`src/hdl/bitmap_first_fit_block_allocator_defines.svh`:
```
// Assertion helpers used by the allocator RTL file.
`ifndef BITMAP_FIRST_FIT_BLOCK_ALLOCATOR_DEFINES_SVH
`define BITMAP_FIRST_FIT_BLOCK_ALLOCATOR_DEFINES_SVH

`define BFFA_ASSERT_IMPL(label, clk, rst_n, ante, cons) \
    label: assert property (@(posedge clk) disable iff (!rst_n) (ante) |-> (cons)) \
        else $error("assertion failed");

`define BFFA_ASSERT_NEXT(label, clk, rst_n, ante, cons) \
    label: assert property (@(posedge clk) disable iff (!rst_n) (ante) |=> (cons)) \
        else $error("assertion failed");

`endif

```
`src/hdl/bffa_ram.sv`:
```
`default_nettype none
module bffa_ram #(
    parameter int WIDTH = 1,
    parameter int DEPTH = 1024
) (
    input  wire                      i_clk,
    input  wire                      i_we,
    input  wire  [$clog2(DEPTH)-1:0] i_waddr,
    input  wire  [WIDTH-1:0]         i_wdata,
    input  wire  [$clog2(DEPTH)-1:0] i_raddr,
    output logic [WIDTH-1:0]         o_rdata
);
    logic [WIDTH-1:0] r_mem [DEPTH];

    always_ff @(posedge i_clk) begin
        if (i_we) begin
            r_mem[i_waddr] <= i_wdata;
        end
        o_rdata <= r_mem[i_raddr];
    end
endmodule
`default_nettype wire

```
`config.mk`:
```
export PLATFORM = sky130hd
export DESIGN_NAME = bffa_ram
export DESIGN_NICKNAME = d
export VERILOG_FILES = /design/src/hdl/bitmap_first_fit_block_allocator_defines.svh /design/src/hdl/bffa_ram.sv
export SDC_FILE = /design/constraint.sdc
export NUM_CORES = 1
export LEC_CHECK = 0
export BUFFER_PORTS_ARGS = -buffer_cell sky130_fd_sc_hd__clkbuf_2
export CORE_ASPECT_RATIO = 2
export CORE_MARGIN = 3
export CORE_UTILIZATION = 35
export CTS_CLUSTER_SIZE = 20
export DETAILED_ROUTE_END_ITERATION = 7
export PLACE_DENSITY = 0.52
export SKIP_LAST_GASP = 1
export SYNTH_ARGS = -nofsm -noshare
export SYNTH_HDL_FRONTEND = slang
export SYNTH_SLANG_ARGS = --single-unit
```
`constraint.sdc`:
```
create_clock -name i_clk -period 2.6 [get_ports i_clk]
set_clock_uncertainty 0.2 [all_clocks]
set_input_delay 0.26 -clock i_clk [delete_from_list [all_inputs] [get_ports i_clk]]
set_output_delay 0.26 -clock i_clk [all_outputs]
set_load 0.03 [all_outputs]
```
==> impl_metrics.env, run 1 <==
export IMPL_fin_ws_ns=-0.09608
export IMPL_ant_nets=0
export IMPL_grt_pass1_wl_microns=201500
export IMPL_finalHoldViolCount=0
export IMPL_clk_latency_ns=0.69
export IMPL_post_cts_buffers=0
export IMPL_busiest_layer="met2"
export IMPL_synth_cell_types=56
export IMPL_synth_warnings=0
export IMPL_rsz0062_at_grt="yes"
export IMPL_violations="setup timing"
export IMPL_cts_buffer_depth=3
export IMPL_hold_worst_slack_ns=0.06029
export IMPL_vias_per_cell=5.505
export IMPL_pin_count=24
export IMPL_synth_top_area_cell="edfxtp_1"
export IMPL_powerDensity_nw_per_um2=650.0
export IMPL_grt_max_degree=143
export IMPL_die_h_microns=511.2
export IMPL_max_clock_freq_mhz=370.9
export IMPL_synthCells=3112
export IMPL_worst_pin_slew_ns=0.6952
export IMPL_n_fill_cell=11910
export IMPL_synth_edf_count=1024
export IMPL_critPathKind="reg2reg"
export IMPL_cpMostUsedCell="mux4_2"
export IMPL_switchingPower_mw=7.367
export IMPL_grtUsageMet3_pct=2.590
export IMPL_clkTransAtPathRegs_ns=0.07
export IMPL_dp_slack_ns=-1.029
export IMPL_h_tree_depth=3
export IMPL_clock_sinks=1025
export IMPL_gp_congestion=0.8112
export IMPL_first_iter_violations=2650
export IMPL_synthTopCellsByArea="edfxtp_1 (69%), mux4_2 (10%), nor2_1 (8.7%)"
export IMPL_synthArstFlopShare_pct=0
export IMPL_first_global_vias=27950
export IMPL_switching_share_pct=21.97
export IMPL_avgRoutedWirePerCell_microns=28.52
export IMPL_worstHoldPathType="in2reg"
export IMPL_track_usage_pct=21.34
export IMPL_dominantRegCellSynth="edfxtp_1"
export IMPL_nNetsFinal=3265
export IMPL_cts_tree="built"
export IMPL_endpoint_kind="flip-flop"
export IMPL_syn_avg_cell_area_sq_um=14.35
export IMPL_combinationalPowerShare_pct=6.6
export IMPL_wirelength_microns=142200
export IMPL_timing_critical_path_cells="mux4_2 -> mux4_2 -> mux2i_4 -> o21ai_2 -> nor2_4 -> nor3_2 -> nor4_2 -> o2111ai_1"
export IMPL_clkPwrFrac_pct=39.2
export IMPL_min_period_ns=2.696
export IMPL_slowest_stage="mux4_2"
export IMPL_vias=27440
export IMPL_worst_path_buf_inv=0
export IMPL_cts_inserted_buffers=85
export IMPL_cp_start_kind="flip-flop"
export IMPL_root_buffer="clkbuf_16"
export IMPL_fp_dieArea_sq_um=132200
export IMPL_antenna_found_initial=3
export IMPL_ir_worst_vdd_mv=0.4588
export IMPL_slew_viol_final=0
export IMPL_slew_headroom_pct=53.29
export IMPL_rows=184
export IMPL_path_max_fanout=2
export IMPL_synth_seq_cells=1025
export IMPL_period_share_pct=103.7
export IMPL_p_int_mw=26.16
export IMPL_netlist_area_sq_um=44660
export IMPL_start_util_pct=35.40
export IMPL_setup_violations=1
export IMPL_core_area_sq_um=126200
export IMPL_yosys_area_top_type_share_pct=68.86
export IMPL_critPathMaxStageDelay_ns=0.51
export IMPL_syn_nets=3135
export IMPL_first_pass_iters=5
export IMPL_met2_usage_pct=40.72
export IMPL_final_common_cell="nor2_1"
export IMPL_drv_cap=0
export IMPL_area_delta_synth_final_pct=15.51
export IMPL_place_hpwl_microns=85910
export IMPL_drc=0
export IMPL_p_leak_nw=15.66
export IMPL_arrival_ns=3.04
export IMPL_io_buffer_count=23
export IMPL_synth_seq_area_share_pct=68.90
export IMPL_die_w_microns=258.6
export IMPL_p_total_mw=33.53
export IMPL_outcome="complete, but fails checks"
export IMPL_grt_met1_usage_pct=23.53
export IMPL_cp_data_required_time_ns=2.94
export IMPL_gr_total_overflow=0
export IMPL_drive_gt1_share_pct=21.52
export IMPL_layout_common_cells="nor2_1 (1035), edfxtp_1 (1024), buf_4 (259)"
export IMPL_crit_family="multiplexers"
export IMPL_p_seq_share_pct=54.2
stage by stage:
step | instance area (sq um) | utilization (%) | setup TNS, ns | std cells
after floorplan | 44680 | - | -0.03114 | 3112
after global placement | 48740 | 38.63 | -1.072 | 4827
after detailed placement | 48740 | 38.63 | -1.029 | 4827
after CTS | 51550 | 40.86 | -0.1847 | 4983
after global routing | 51580 | 40.89 | -0.3030 | 4984
final | 51580 | 40.89 | -0.09608 | 4984
Yosys cell counts (all sizes together), types with 2 or more instances:
cell	number
and3b	3
nand3	37
a31oi	4
mux2i	123
mux4	214
or3b	2
o221ai	49
nor2b	11
a21oi	37
a221oi	2
nor3b	8
nor2	1036
a22o	4
o21ai	13
nor4	5
a311oi	3
nor3	37
a211oi	4
clkbuf	189
inv	4
o22ai	28
o31a	2
edfxtp	1024
or2	2
nand4	10
a2111oi	6
nand2	86
and4	2
and2	6
a22oi	17
clkinv	2
o2111ai	2
nand2b	8
and3	4
o311ai	2
buf	114
mux2	3
per-layer routing:
metal	vias up	share of wire, %
li1	11730	-
met1	14610	35
met2	839	55
met3	262	4.5
met4	2	4.8
met5	-	0.0091
state kept, by name (all words and copies together), names as in the netlist:
name	count
r_mem	1024
o_rdata	1
layout make-up:
class	instances	area [sq um]	share of cell area (%)
Tap cell	1674	2095	4.061
Inverter	6	22.52	0.04366
Timing Repair Buffer	346	3331	6.457
Sequential cell	1025	30770	59.65
Clock inverter	47	479.2	0.9290
Antenna cell	1	2.502	0.004851
Clock buffer	107	2252	4.366
Multi-Input combinational cell	1778	12630	24.49
repair_timing:
item                                    4_1_cts  5_1_grt
endpoints found under the setup margin        1        1
hold endpoints to repair                    109        0
hold buffers                                  4        0
pin swaps                                     4        5
resized for setup                            13        5
path summary, 6_finish.rpt:
path / to / start / depth (start not counted) / slack, ns
setup reg to reg: o_rdata / r_mem[283] / 8 / -0.1
setup / recovery: o_rdata / r_mem[283] / 8 / -0.1
hold reg to reg: o_rdata / r_mem[209] / 6 / 0.94
hold / removal: r_mem[703] / i_waddr[2] / 3 / 0.06
kinds of logic after synthesis:
group                  synth area share, %
AO/OA/AOI/OAI                        2.830
multiplexers                         13.74
buffers and inverters                3.298
AND/OR/NAND/NOR                      11.23
flip-flops                           68.90
power groups by stage:
stage                     sequential (mW)  clock [mW]  combinational (mW)
after CTS                            18.2        13.4                2.23
after detailed placement             18.5           0                2.21
final                                18.2        13.1                2.22
after global placement               18.5           0                2.21
after floorplan                      18.6           0                1.06
after global routing                 18.2        13.9                2.33
worst register-to-register path, stage by stage, from the launching register on:
cell and delay [ns]:
edfxtp_1 0.37, mux4_2 0.51, mux4_2 0.50, mux2i_4 0.23, o21ai_2 0.11, nor2_4 0.19
nor3_2 0.08, nor4_2 0.27, o2111ai_1 0.12
(Power assumes the default switching activity.)
==> run 2: changes to the inputs <==
--- a/config.mk
+++ b/config.mk
@@ -11,7 +11,7 @@
 export CORE_UTILIZATION = 35
 export CTS_CLUSTER_SIZE = 20
 export DETAILED_ROUTE_END_ITERATION = 7
-export PLACE_DENSITY = 0.52
+export PLACE_DENSITY = 0.5
 export SKIP_LAST_GASP = 1
 export SYNTH_ARGS = -nofsm -noshare
 export SYNTH_HDL_FRONTEND = slang
==> constraint.sdc (replaced) <==
create_clock -name i_clk -period 2.5 [get_ports i_clk]
set_clock_uncertainty 0.2 [all_clocks]
set_input_delay 0.25 -clock i_clk [delete_from_list [all_inputs] [get_ports i_clk]]
set_output_delay 0.25 -clock i_clk [all_outputs]
set_load 0.005 [all_outputs]
==> run 2 against run 1 <==
The run still ends with setup timing left. Non-clock buffer count is 5 higher. Maximum frequency shrank 1.7%. Highest routed layer is now met4. Register-to-register slack lost 0.15 ns. Critical endpoint unchanged. Largest cell class unchanged. First-iteration DRC count is 1.3% higher. Total power grew 3.6%. Sequential cell count stayed put. Critical path type unchanged.
==> impl_metrics.env, run 2 (synthesized netlist as in run 1, its figures left out) <==
export IMPL_grt_max_degree=139
export IMPL_antenna_found_initial=3
export IMPL_root_buffer="clkbuf_16"
export IMPL_cts_buffer_depth=3
export IMPL_clkPwrFrac_pct=38.9
export IMPL_rsz0062_at_grt="yes"
export IMPL_core_area_sq_um=126200
export IMPL_setup_violations=1
export IMPL_clock_sinks=1025
export IMPL_worstHoldPathType="in2reg"
export IMPL_combinationalPowerShare_pct=6.7
export IMPL_clk_latency_ns=0.70
export IMPL_switching_share_pct=22.21
export IMPL_largest_register_ffs=1024
export IMPL_track_usage_pct=21.56
export IMPL_slew_viol_final=0
export IMPL_post_route_util_pct=40.93
export IMPL_multi_input_area_sq_um=12690
export IMPL_switchingPower_mw=7.712
export IMPL_place_hpwl_microns=88870
export IMPL_ant_nets=0
export IMPL_outcome="complete, but fails checks"
export IMPL_avgRoutedWirePerCell_microns=28.73
export IMPL_drive_gt1_share_pct=21.99
export IMPL_powerDensity_nw_per_um2=672.4
export IMPL_drv_cap=0
export IMPL_pin_count=24
export IMPL_p_total_mw=34.72
export IMPL_min_from="i_waddr[2]"
export IMPL_reg_largest_list="r_mem x1024, o_rdata x1"
export IMPL_h_tree_depth=3
export IMPL_top_register="r_mem"
export IMPL_reg2reg_depth=8
export IMPL_finalHoldViolCount=0
export IMPL_worst_pin_slew_ns=0.8345
export IMPL_first_global_vias=28530
export IMPL_dp_slack_ns=-1.028
export IMPL_vias=27560
export IMPL_finalNonFillerCells=4996
export IMPL_r2r_slack_ns=-0.24
export IMPL_period_share_pct=109.7
export IMPL_endpoint_kind="flip-flop"
export IMPL_first_iter_violations=2684
export IMPL_hold_worst_slack_ns=0.05473
export IMPL_cp_start_kind="flip-flop"
export IMPL_ir_worst_vdd_mv=0.6835
export IMPL_fin_ws_ns=-0.2423
export IMPL_path_max_fanout=2
export IMPL_critPathKind="reg2reg"
export IMPL_gp_congestion=0.8279
export IMPL_vias_per_cell=5.516
export IMPL_die_h_microns=511.2
export IMPL_cts_inserted_buffers=88
export IMPL_p_leak_nw=15.68
export IMPL_fp_dieArea_sq_um=132200
export IMPL_reg2reg_to="o_rdata"
export IMPL_drc=0
export IMPL_p_seq_share_pct=54.4
export IMPL_dp_cells=4828
export IMPL_violations="setup timing"
export IMPL_clkTransAtPathRegs_ns=0.07
export IMPL_stdcell_area_sq_um=51640
export IMPL_dpl_cell_area_sq_um=48670
export IMPL_die_w_microns=258.6
export IMPL_n_fill_cell=11830
export IMPL_setup_tns_ns=-0.2423
export IMPL_slew_headroom_pct=44.37
export IMPL_crit_path_end="o_rdata"
export IMPL_r2r_start="r_mem[151]"
export IMPL_cp_data_required_time_ns=2.86
export IMPL_final_common_cell="nor2_1"
export IMPL_rows=184
export IMPL_min_period_ns=2.742
export IMPL_layout_common_cells="nor2_1 (1035), edfxtp_1 (1024), buf_4 (265)"
export IMPL_nNetsFinal=3273
export IMPL_gr_total_overflow=0
export IMPL_arrival_ns=3.10
export IMPL_wirelength_microns=143600
export IMPL_io_buffer_count=23
export IMPL_critPathLaunch="r_mem[151]"
export IMPL_max_clock_freq_mhz=364.7
export IMPL_p_int_mw=27.01
export IMPL_cts_tree="built"
export IMPL_area_delta_synth_final_pct=15.64
export IMPL_grt_pass1_wl_microns=203100
export IMPL_seq_area_sq_um=30770
export IMPL_first_pass_iters=5
export IMPL_start_util_pct=35.40
## run 2: worst min path at each step
stage / endpoint / cells past startpoint
3_5_place_dp: r_mem[970] / 1
4_1_cts: r_mem[689] / 3
5_1_grt: r_mem[691] / 3
2_1_floorplan: r_mem[0] / 0
3_3_place_gp: r_mem[970] / 1
6_report: r_mem[690] / 3
## run 2: per-layer routing
metal | GRT usage, % | part of all wire [%] | up-vias
met5 | 0 | 0 | -
li1 | - | - | 11750
met2 | 40.43 | 55 | 986
met1 | 23.64 | 35 | 14520
met4 | 10.92 | 5.6 | 0
met3 | 2.669 | 5.0 | 304
## run 2: area by class of cell
class | instances | share of cell area (%)
Clock inverter | 46 | 0.6639
Sequential cell | 1025 | 59.58
Tap cell | 1674 | 4.056
Timing Repair Buffer | 351 | 6.401
Multi-Input combinational cell | 1778 | 24.58
Antenna cell | 2 | 0.009692
Clock buffer | 114 | 4.659
Inverter | 6 | 0.04361
## run 2: critical path, cell delays in order, from the launching register on
cell and delay [ns]:
edfxtp_1 0.37, mux4_2 0.50, mux4_2 0.52, nor2b_1 0.17, a31oi_2 0.21, a311oi_2 0.22
buf_4 0.20, o311ai_1 0.06, o2111ai_1 0.16
## run 2: power by group through the flow
| stage | clock [mW] | sequential, mW | combinational [mW] |
|---|---|---|---|
| 2_1_floorplan | 0 | 19.3 | 1.10 |
| 3_3_place_gp | 0 | 19.3 | 2.26 |
| 3_5_place_dp | 0 | 19.3 | 2.29 |
| 4_1_cts | 13.8 | 18.9 | 2.33 |
| 5_1_grt | 14.4 | 18.9 | 2.44 |
| 6_report | 13.5 | 18.9 | 2.32 |
## run 2: timing repair
item	CTS	global route
buffers inserted	0	0
pin swaps	13	6
endpoints found under the hold margin	191	0
gates resized for setup	23	9
hold buffers	9	0
setup endpoints to repair	1	1
