### config.mk
export PLATFORM = sky130hd
export DESIGN_NAME = bffa_div
export DESIGN_NICKNAME = d
export VERILOG_FILES = /design/src/hdl/bitmap_first_fit_block_allocator_defines.svh /design/src/hdl/bffa_pkg.sv /design/src/hdl/bffa_div.sv
export SDC_FILE = /design/constraint.sdc
export NUM_CORES = 1
export LEC_CHECK = 0
export BUFFER_PORTS_ARGS = -buffer_cell sky130_fd_sc_hd__buf_2
export CAP_MARGIN = 0
export CORE_ASPECT_RATIO = 0.5
export CORE_UTILIZATION = 45
export CTS_BUF_LIST = sky130_fd_sc_hd__clkbuf_8 sky130_fd_sc_hd__clkbuf_16
export DETAILED_ROUTE_END_ITERATION = 8
export PLACE_DENSITY = 0.67
export SLEW_MARGIN = 0
export SYNTH_ARGS = -nofsm -noshare
export SYNTH_HDL_FRONTEND = slang
export SYNTH_SLANG_ARGS = --single-unit
### constraint.sdc
create_clock -name i_clk -period 3.4 [get_ports i_clk]
set_clock_uncertainty 0.05 [all_clocks]
set_input_delay 0.85 -clock i_clk [delete_from_list [all_inputs] [get_ports i_clk]]
set_output_delay 0.85 -clock i_clk [all_outputs]
set_load 0.05 [all_outputs]
### src/hdl/bitmap_first_fit_block_allocator_defines.svh
// Assertion helpers used by the allocator RTL file.
`ifndef BITMAP_FIRST_FIT_BLOCK_ALLOCATOR_DEFINES_SVH
`define BITMAP_FIRST_FIT_BLOCK_ALLOCATOR_DEFINES_SVH

`define BFFA_ASSERT_IMPL(label, clk, rst_n, ante, cons) \
    label: assert property (@(posedge clk) disable iff (!rst_n) (ante) |-> (cons)) \
        else $error("assertion failed");

`define BFFA_ASSERT_NEXT(label, clk, rst_n, ante, cons) \
    label: assert property (@(posedge clk) disable iff (!rst_n) (ante) |=> (cons)) \
        else $error("assertion failed");

`endif

### src/hdl/bffa_pkg.sv
`default_nettype none
package bffa_pkg;
    localparam int LEN_W   = 16;
    localparam int IDX_W   = 10;
    localparam int CNT_W   = 11;
    localparam int STAT_W  = 2;
    localparam int CFG_W   = 13;
    localparam int HDR_W   = 7;
    localparam int DVD_W   = 17;
    localparam int NEED_W  = 18;
    localparam int MAX_BLK = 1024;

    localparam logic [STAT_W-1:0] STAT_OK      = 2'd0;
    localparam logic [STAT_W-1:0] STAT_NOMEM   = 2'd1;
    localparam logic [STAT_W-1:0] STAT_INVALID = 2'd2;

    localparam logic FUNC_ALLOC = 1'b0;
    localparam logic FUNC_FREE  = 1'b1;

    localparam logic [1:0] CFG_BLOCK_BYTES = 2'd0;
    localparam logic [1:0] CFG_HEADER      = 2'd1;
    localparam logic [1:0] CFG_CAPACITY    = 2'd2;
    localparam logic [1:0] CFG_RESERVED    = 2'd3;
endpackage
`default_nettype wire

### src/hdl/bffa_div.sv
`default_nettype none
module bffa_div import bffa_pkg::*; (
    input  wire               i_clk,
    input  wire               i_rst_n,
    input  wire               i_start,
    input  wire  [DVD_W-1:0]  i_dividend,
    input  wire  [CFG_W-1:0]  i_divisor,
    output logic              o_done,
    output logic [DVD_W-1:0]  o_quot
);
    logic             r_busy;
    logic [4:0]       r_cnt;
    logic [CFG_W-1:0] r_rem;
    logic [DVD_W-1:0] r_q;
    logic [CFG_W-1:0] r_div;
    logic             r_done;
    logic [CFG_W:0]   rem_sh;
    logic             ge;

    assign rem_sh = {r_rem, r_q[DVD_W-1]};
    assign ge     = rem_sh >= {1'b0, r_div};

    always_ff @(posedge i_clk) begin
        if (!i_rst_n) begin
            r_busy <= 1'b0;
            r_done <= 1'b0;
            r_cnt  <= '0;
        end else begin
            r_done <= 1'b0;
            if (i_start) begin
                r_busy <= 1'b1;
                r_cnt  <= 5'(DVD_W - 1);
                r_rem  <= '0;
                r_q    <= i_dividend;
                r_div  <= i_divisor;
            end else if (r_busy) begin
                r_rem <= ge ? CFG_W'(rem_sh - {1'b0, r_div}) : rem_sh[CFG_W-1:0];
                r_q   <= {r_q[DVD_W-2:0], ge};
                r_cnt <= r_cnt - 5'd1;
                if (r_cnt == 5'd0) begin
                    r_busy <= 1'b0;
                    r_done <= 1'b1;
                end
            end
        end
    end

    assign o_done = r_done;
    assign o_quot = r_q;
endmodule
`default_nettype wire

==> results of run 1 <==
-- where the power goes --
part / internal (mW) / leakage (nW) / total [mW] / switching (mW)
combinational: 0.168 / 0.786 / 0.411 / 0.243
sequential: 0.727 / 0.466 / 0.751 / 0.0245
clock: 0.351 / 0.0844 / 0.578 / 0.227
-- how the worst max path moves through the flow --
| stage | from | to | slack [ns] |
|---|---|---|---|
| 2_1_floorplan | o_quot[16] | o_quot[0] | 0.43 |
| 3_3_place_gp | o_quot[16] | o_quot[0] | 0.41 |
| 3_5_place_dp | o_quot[16] | o_quot[0] | 0.34 |
| 4_1_cts | o_quot[16] | o_quot[0] | 0.30 |
| 5_1_grt | o_quot[16] | r_rem[7] | 0.11 |
| 6_report | o_quot[16] | o_quot[0] | 0.28 |
-- registers in the layout (all words and copies together) (netlist names) --
name / count
o_done: 1
r_div: 13
r_cnt: 5
o_quot: 17
r_rem: 13
r_busy: 1
-- cells by family (layout without fill, tap and decap cells) --
logic type,Yosys count,count (layout),share of synthesized area (%)
AND/OR/NAND/NOR,54,54,9.96
flip-flops,50,50,52.7
AO/OA/AOI/OAI,42,42,11.3
buffers and inverters,31,83,4.89
multiplexers,25,25,10.0
adder cells (fa/ha/maj),15,15,7.19
XOR/XNOR,12,12,3.87
-- cells in the final DEF (no fill, tap or decap), types with 4 or more instances in the layout --
cell and count:
a21oi_1 13, a211oi_1 4, ha_1 14, inv_1 22, edfxtp_1 43, xnor2_1 9, mux2_2 17, mux2i_1 8
nor2_1 21, dfxtp_1 7, nand2b_1 5, clkbuf_16 5, nand2_1 10, buf_2 50
-- cells in the mapped netlist (all sizes together), types with 2 or more instances --
| library cell | instances |
|---|---|
| edfxtp | 43 |
| dfxtp | 7 |
| a21oi | 14 |
| nand4 | 3 |
| or2 | 3 |
| ha | 14 |
| o21ai | 5 |
| a211oi | 4 |
| nand3 | 2 |
| mux2 | 17 |
| clkbuf | 4 |
| and3 | 3 |
| nor2 | 21 |
| a211o | 3 |
| mux2i | 8 |
| nand2 | 10 |
| o211ai | 3 |
| xnor2 | 9 |
| buf | 5 |
| a21o | 2 |
| a21boi | 2 |
| nand2b | 5 |
| inv | 22 |
| xor2 | 3 |
-- per-stage QoR --
| stage | std cells | setup slack, ns | area (um^2) |
|---|---|---|---|
| after floorplan | 229 | 0.430 | 2710 |
| after global placement | 346 | 0.407 | 3030 |
| after detailed placement | 346 | 0.340 | 3030 |
| after CTS | 354 | 0.298 | 3200 |
| after global routing | 354 | 0.109 | 3200 |
| final | 354 | 0.284 | 3200 |
-- routing by layer --
metal | wire length, um | GRT usage [%]
met1 | 2490 | 23.4
met2 | 2570 | 32.5
met3 | 228 | 4.75
met4 | 40 | 4.83
met5 | 0 | 0
-- tightest hold or removal path: stages (launching register included) --
cell,delay (ns)
dfxtp_1,0.35
xnor2_1,0.08
nor2_1,0.08
-- area by class of cell --
type	instances	area share (%)
clock buffers	5	3.91
clock inverters	3	1.49
inverters	22	2.58
multi-input cells	148	35.9
flip-flops and latches	50	44.7
well taps	73	2.85
repair buffers	53	8.52
==> flow_summary_export.csv, run 1 <==
group,metric,value,unit
critical_path,max_stage_delay,0.56,ns
sta,whs,0.489,ns
critical_path,cp.depth,9,
global_routing,grt_first_pass_wirelength,9100,um
critical_path,rrSetupSlack,0.28,ns
place,gp_congestion,0.896,
synthesis,synth_area_leaders,"edfxtp_1 (48%), mux2_2 (7.1%), ha_1 (6.5%), dfxtp_1 (5.2%), inv_1 (3.0%)",
global_routing,grt-ovfl-total,0,
sta,slew-limit-headroom,46.2,%
sta,rsz0062_at_grt,"false",
routing,routedWlPerCell,15.1,um
critical_path,endpoint_kind,"register",
routing,routed_wl,5330,um
routing,vias,1862,
clocking,clock-sinks,50,
routing,drtIter0Drc,65,
critical_path,timing.rr.start,"o_quot[16]",
final_layout,multi_input_area,1150,um^2
place,dpl.hpwl,3790,um
routing,drc_errors,0,
floorplan,rows,19,
worst_hold_path,holdPathEnd,"r_cnt[3]",
sta,clock.fmax,321,MHz
clocking,ctsResizeCount,0,
global_routing,grt_max_degree,22,
clocking,cts_buffers,5,
critical_path,r2r-end,"o_quot[0]",
floorplan,io_pins,51,
sta,finalCriticalPeriod,3.12,ns
power,leakage,1.34,nW
critical_path,critPathKind,"reg -> reg",
power,power_density,544,nW/um^2
synthesis,synth-seq-cells,50,
critical_path,cp_top_family,"compound AO/OA/AOI/OAI gates",
floorplan,die_y,56.9,um
floorplan,initial_core_util,48.2,%
synthesis,ys_seq_area_share,52.7,%
sta,setup_viol,0,
routing,ant_nets,0,
synthesis,syn_area,2710,um^2
synthesis,synth_edf_count,43,
final_layout,seq_area,1430,um^2
routing,viasPerCell,5.26,
global_routing,grt_pass1_vias,1918,
clocking,htreeDepth,2,
synthesis,synthFlopType,"edfxtp_1",
worst_hold_path,hold_path_startpoint,"r_cnt[3]",
power,power,1.74,mW
critical_path,crit_path_top_delay_cell,"a41o_1",
sta,slew_viol_final,0,
final_layout,fin_nets,328,
run_status,status,"finished, final reports clean",
floorplan,coreArea,5630,um^2
synthesis,syn_nets,277,
critical_path,cp_cell_sequence,"inv_1, ha_1, inv_1, fa_1, a21o_1, a221oi_4, o221ai_2, a41o_1, mux2_2",
worst_hold_path,timing.hold.worst_path_depth,2,
synthesis,synthDistinctLibCells,46,
clocking,cts_tree,"built",
clocking,clockRootBuffer,"clkbuf_16",
synthesis,yosysTopAreaCell,"edfxtp_1",
critical_path,start_kind,"register",
final_layout,n_antenna_cell,0,
global_routing,grt_use_total,18.6,%
final_layout,area_delta_synth_final,17.9,%
critical_path,worst-path-buf-inv,2,
synthesis,synth_top_area_share,47.6,%
floorplan,die_x,112,um
job,drv_cap,0,
final_layout,postLayoutCoreUtil,56.8,%
clocking,ctsHoldBuffers,0,
critical_path,cp.arrival,3.11,ns
worst_hold_path,hold_path.class,"reg -> reg",
synthesis,yosysWarningCount,0,
clocking,ctsLongestPathBuffers,2,
final_layout,drive_gt1_share,29.2,%
place,port-buffer-count,50,
sta,worstMarginPinSlew,0.806,ns
power,ir_worst_vdd,0.258,mV
clocking,clk_pin_slew_worst_paths,0.07,ns
synthesis,syn_avg_cell_area,11.9,um^2
routing,drtPass1Iterations,4,
clocking,worstSkewPairLatency,0.29,ns
sta,period_share,91.7,%
synthesis,synthArstFlopShare,0,%
critical_path,ff2ff_path_depth,9,
synthesis,syn_inst,229,
sta,setup_tns,0,ns
critical_path,path_common_cell,"inv_1",
sta,hold_viol,0,
final_layout,fillerInstances,461,
critical_path,crit_required,3.39,ns
global_routing,antenna_found_initial,0,
clocking,cts_setup_buffers,0,
critical_path,path_max_fanout,21,
floorplan,die-area,6360,um^2
Note: power is estimated with default switching activity, not from simulation.
==> run 2, diff against run 1 <==
- SETUP_SLACK_MARGIN: unset -> 0.3
==> flow_summary_export.csv, run 2 (synthesis results as in run 1) <==
group,metric,value,unit
run_status,status,"finished, final reports clean",
sta,slew_viol_final,0,
floorplan,die_y,56.9,um
routing,drc_errors,0,
routing,ant_nets,0,
global_routing,grt_max_degree,22,
global_routing,grt_use_total,18.6,%
clocking,clk_pin_slew_worst_paths,0.07,ns
sta,slew-limit-headroom,60.9,%
sta,setup_viol,0,
clocking,clock-sinks,50,
worst_hold_path,timing.hold.worst_path_depth,2,
final_layout,final_area,3210,um^2
power,internal_power,1.25,mW
power,ir_worst_vdd,0.258,mV
sta,finalCriticalPeriod,2.88,ns
final_layout,drive_gt1_share,29.5,%
clocking,cts_tree,"built",
floorplan,die_x,112,um
worst_hold_path,holdPathEnd,"r_cnt[3]",
clocking,cts_buffers,5,
floorplan,coreArea,5630,um^2
final_layout,fin_nets,328,
floorplan,initial_core_util,48.2,%
final_layout,n_antenna_cell,0,
routing,wl_met2,2590,um
power,clkPwrFrac,33.2,%
sta,clock.fmax,348,MHz
place,dp.cells,346,
clocking,ctsLongestPathBuffers,2,
critical_path,critPathKind,"reg -> reg",
critical_path,start_kind,"register",
floorplan,die-area,6360,um^2
global_routing,grt_first_pass_wirelength,9120,um
final_layout,area_delta_synth_final,18.3,%
final_layout,largest_reg_flops,17,
routing,met1_length,2470,um
place,gp_congestion,0.896,
clocking,ctsHoldBuffers,0,
global_routing,grt-ovfl-total,0,
sta,worst_slack,0.525,ns
clocking,htreeDepth,2,
power,leakage,1.34,nW
critical_path,timing.rr.start,"o_quot[16]",
routing,vias,1863,
job,drv_cap,0,
critical_path,crit_required,3.39,ns
place,pre_cts_ws,0.340,ns
power,sequentialPowerShare,43.0,%
place,dpl.hpwl,3790,um
critical_path,ff2ff_path_depth,9,
critical_path,r2r-end,"o_quot[0]",
power,power_density,543,nW/um^2
routing,dr_wl_met3,262,um
routing,drtPass1Iterations,4,
final_layout,stdcell_count,354,
place,place_area,3030,um^2
floorplan,io_pins,51,
sta,hold_viol,0,
clocking,cts_setup_buffers,0,
global_routing,grt_pass1_vias,1918,
routing,top_layer,"met4",
sta,whs,0.482,ns
critical_path,path_max_fanout,21,
final_layout,most-common-layout-cells,"buf_2 (50), edfxtp_1 (43), inv_1 (22)",
worst_hold_path,hold_path_startpoint,"r_cnt[3]",
sta,setup_tns,0,ns
clocking,ctsResizeCount,1,
sta,worstMarginPinSlew,0.585,ns
sta,rsz0062_at_grt,"false",
critical_path,endpoint_kind,"register",
critical_path,cp.arrival,2.87,ns
routing,drtIter0Drc,61,
place,port-buffer-count,50,
routing,routedWlPerCell,15.1,um
power,power_frac_comb,23.8,%
floorplan,rows,19,
final_layout,final_common_cell,"buf_2",
sta,period_share,84.6,%
worst_hold_path,hold_path.class,"reg -> reg",
power,swShare,28.5,%
global_routing,antenna_found_initial,0,
critical_path,rrSetupSlack,0.52,ns
routing,routed_wl,5360,um
routing,viasPerCell,5.26,
power,p_switching,497,uW
clocking,worstSkewPairLatency,0.29,ns
clocking,clockRootBuffer,"clkbuf_16",
run 2: layer usage:
metal  track usage, %  vias up
li1                 -      934
met1             23.4      877
met2             32.5       48
met3             4.75        4
met4             4.83        0
met5                0        -
run 2: worst max path at each step:
stage | endpoint | start
3_3_place_gp | o_quot[0] | o_quot[16]
2_1_floorplan | o_quot[0] | o_quot[16]
5_1_grt | r_rem[7] | o_quot[16]
3_5_place_dp | o_quot[0] | o_quot[16]
6_report | o_quot[0] | o_quot[16]
4_1_cts | r_rem[7] | o_quot[16]
run 2: cell type report:
cell class | instances | area, um^2
fill | 460 | 2420
sequential | 50 | 1430
multi-input combinational | 148 | 1160
timing repair buffer | 53 | 273
clock buffer | 5 | 125
tap | 73 | 91.3
inverter | 22 | 82.6
clock inverter | 3 | 47.5
run 2: metrics by stage:
stage	total power [mW]	util (%)
final	1.75	57.0
after global routing	1.83	57.0
after CTS	1.75	56.8
after detailed placement	1.17	53.7
after global placement	1.16	53.7
after floorplan	1.08	-
run 2: power groups by stage:
stage                     registers (mW)  logic [mW]  clock network, mW
after global placement             0.762       0.399                  0
final                              0.751       0.415              0.579
after CTS                          0.751       0.413              0.587
after floorplan                    0.804       0.280                  0
after detailed placement           0.764       0.408                  0
after global routing               0.757       0.458              0.612
run 2: worst max-delay path, cell delays in order (launching register included):
cell and delay (ns):
edfxtp_1 0.42, inv_1 0.08, ha_1 0.15, inv_1 0.05, fa_1 0.41, a21o_1 0.24
a221oi_4 0.36, o221ai_2 0.17, a41o_4 0.41, mux2_2 0.29
==> run 3, diff against run 2 <==
- clock period: 3.4 -> 2.9 ns (I/O delays scaled with it)
==> flow_summary_export.csv, run 3 (synthesis results as in run 1) <==
group,metric,value,unit
critical_path,r2r-end,"o_quot[0]",
power,p_switching,607,uW
power,swShare,28.8,%
final_layout,stdcell_count,364,
critical_path,rrSetupSlack,0.21,ns
clocking,worstSkewPairLatency,0.30,ns
sta,setup_tns,0,ns
floorplan,die_y,56.9,um
critical_path,max_stage_delay,0.39,ns
routing,drc_errors,0,
clocking,htreeDepth,2,
floorplan,rows,19,
global_routing,grt_use_total,18.8,%
floorplan,initial_core_util,48.2,%
critical_path,cp_cell_sequence,"inv_1, ha_2, inv_2, fa_2, a21o_1, a221oi_4, o221ai_2, a41o_4, buf_4, mux2_2",
sta,clock.fmax,371,MHz
worst_hold_path,timing.hold.worst_path_depth,2,
worst_hold_path,holdPathEnd,"r_cnt[1]",
place,gp_congestion,0.854,
critical_path,crit_required,2.90,ns
routing,routed_wl,5520,um
critical_path,path_max_fanout,5,
worst_hold_path,hold_path_startpoint,"r_cnt[1]",
global_routing,grt-ovfl-total,0,
sta,slew_viol_final,0,
final_layout,fin_nets,338,
global_routing,grt_first_pass_wirelength,9000,um
clocking,cts_tree,"built",
clocking,clockRootBuffer,"clkbuf_16",
power,power_frac_comb,25.4,%
floorplan,io_pins,51,
power,clkPwrFrac,32.7,%
place,port-buffer-count,50,
power,ir_worst_vdd,0.427,mV
sta,setup_viol,0,
final_layout,fillerInstances,469,
global_routing,antenna_found_initial,0,
floorplan,die-area,6360,um^2
final_layout,final_common_cell,"buf_2",
critical_path,worst-path-buf-inv,3,
sta,worstMarginPinSlew,0.613,ns
routing,routedWlPerCell,15.2,um
power,power_density,632,nW/um^2
sta,rsz0062_at_grt,"true",
worst_hold_path,hold_path.class,"reg -> reg",
clocking,clock-sinks,50,
critical_path,crit_path_top_delay_cell,"edfxtp_1",
sta,whs,0.450,ns
floorplan,coreArea,5630,um^2
critical_path,cp.arrival,2.70,ns
global_routing,gr-usage-met3,5.51,%
critical_path,start_kind,"register",
global_routing,grt_pass1_vias,1860,
power,leakage,1.39,nW
global_routing,top_usage_layer,"met2",
sta,period_share,92.9,%
sta,finalCriticalPeriod,2.69,ns
clocking,cts_buffers,5,
floorplan,die_x,112,um
critical_path,cp_top_family,"compound AO/OA/AOI/OAI gates",
run_status,status,"finished, final reports clean",
power,sequentialPowerShare,41.9,%
critical_path,ff2ff_path_depth,10,
place,dp.cells,348,
global_routing,grt_max_degree,30,
critical_path,endpoint_kind,"register",
place,dpl.hpwl,3890,um
critical_path,timing.rr.start,"o_quot[16]",
final_layout,most-common-layout-cells,"buf_2 (51), edfxtp_1 (43), inv_1 (21)",
routing,ant_nets,0,
final_layout,postLayoutCoreUtil,59.1,%
power,internal_power,1.50,mW
global_routing,grtUsageMet1,24.9,%
final_layout,drive_gt1_share,34.4,%
routing,drtPass1Iterations,4,
clocking,clk_pin_slew_worst_paths,0.07,ns
place,pre_cts_ws,0.0373,ns
final_layout,area_delta_synth_final,22.6,%
sta,slew-limit-headroom,59.1,%
clocking,ctsLongestPathBuffers,2,
routing,drtIter0Drc,73,
final_layout,n_antenna_cell,0,
job,drv_cap,0,
sta,worst_slack,0.206,ns
global_routing,use_met2,30.4,%
final_layout,largest_reg_flops,17,
routing,viasPerCell,5.27,
critical_path,critPathKind,"reg -> reg",
routing,vias,1918,
sta,hold_viol,0,
## run 3: cell type report
class                   count  area (um^2)  share of cell area, %
inverters                  22         82.6                   2.48
multi-input cells         148         1180                   35.5
clock buffers               5          125                   3.76
flip-flops and latches     50         1430                   43.0
repair buffers             63          369                   11.1
clock inverters             3         47.5                   1.43
well taps                  73         91.3                   2.74
## run 3: worst max path at each step
stage | start | to | depth (start not counted)
after floorplan | o_quot[16] | o_quot[0] | 10
after global placement | o_quot[16] | r_rem[7] | 11
after detailed placement | o_quot[16] | r_rem[10] | 11
after CTS | o_quot[16] | o_quot[0] | 10
after global routing | o_quot[16] | r_rem[11] | 11
final | o_quot[16] | o_quot[0] | 10
## run 3: layer usage
layer | wire (um) | part of all wire, %
met3 | 214 | 3.9
met5 | 0 | 0
met4 | 17 | 0.31
met2 | 2600 | 47
met1 | 2690 | 49
## run 3: power by group through the flow
stage | sequential, mW | combinational (mW) | clock [mW]
after floorplan | 0.943 | 0.331 | 0
after global placement | 0.895 | 0.478 | 0
after detailed placement | 0.897 | 0.489 | 0
after CTS | 0.882 | 0.524 | 0.693
after global routing | 0.888 | 0.584 | 0.722
final | 0.881 | 0.535 | 0.688
## run 3: metrics by stage
step                power (mW)  cell area, um^2
floorplan                 1.27             2720
global route              2.19             3330
detailed placement        1.39             3060
finish                    2.11             3330
CTS                       2.10             3310
global placement          1.37             3060
## run 3: repair_timing
action	CTS	global route
setup endpoints to repair	14	14
endpoints found under the hold margin	0	0
gates cloned	0	1
setup buffers	6	1
gates resized for setup	7	4
pin swaps	3	6
hold buffers	0	0
## run 3: worst register-to-register path: cells and delay by family (launching register included)
kind	cells	cell delay (ns)
adder cells (fa/ha/maj)	2	0.51
multiplexers	1	0.25
AO/OA/AOI/OAI	4	0.99
flip-flops	1	0.39
buffers and inverters	3	0.26
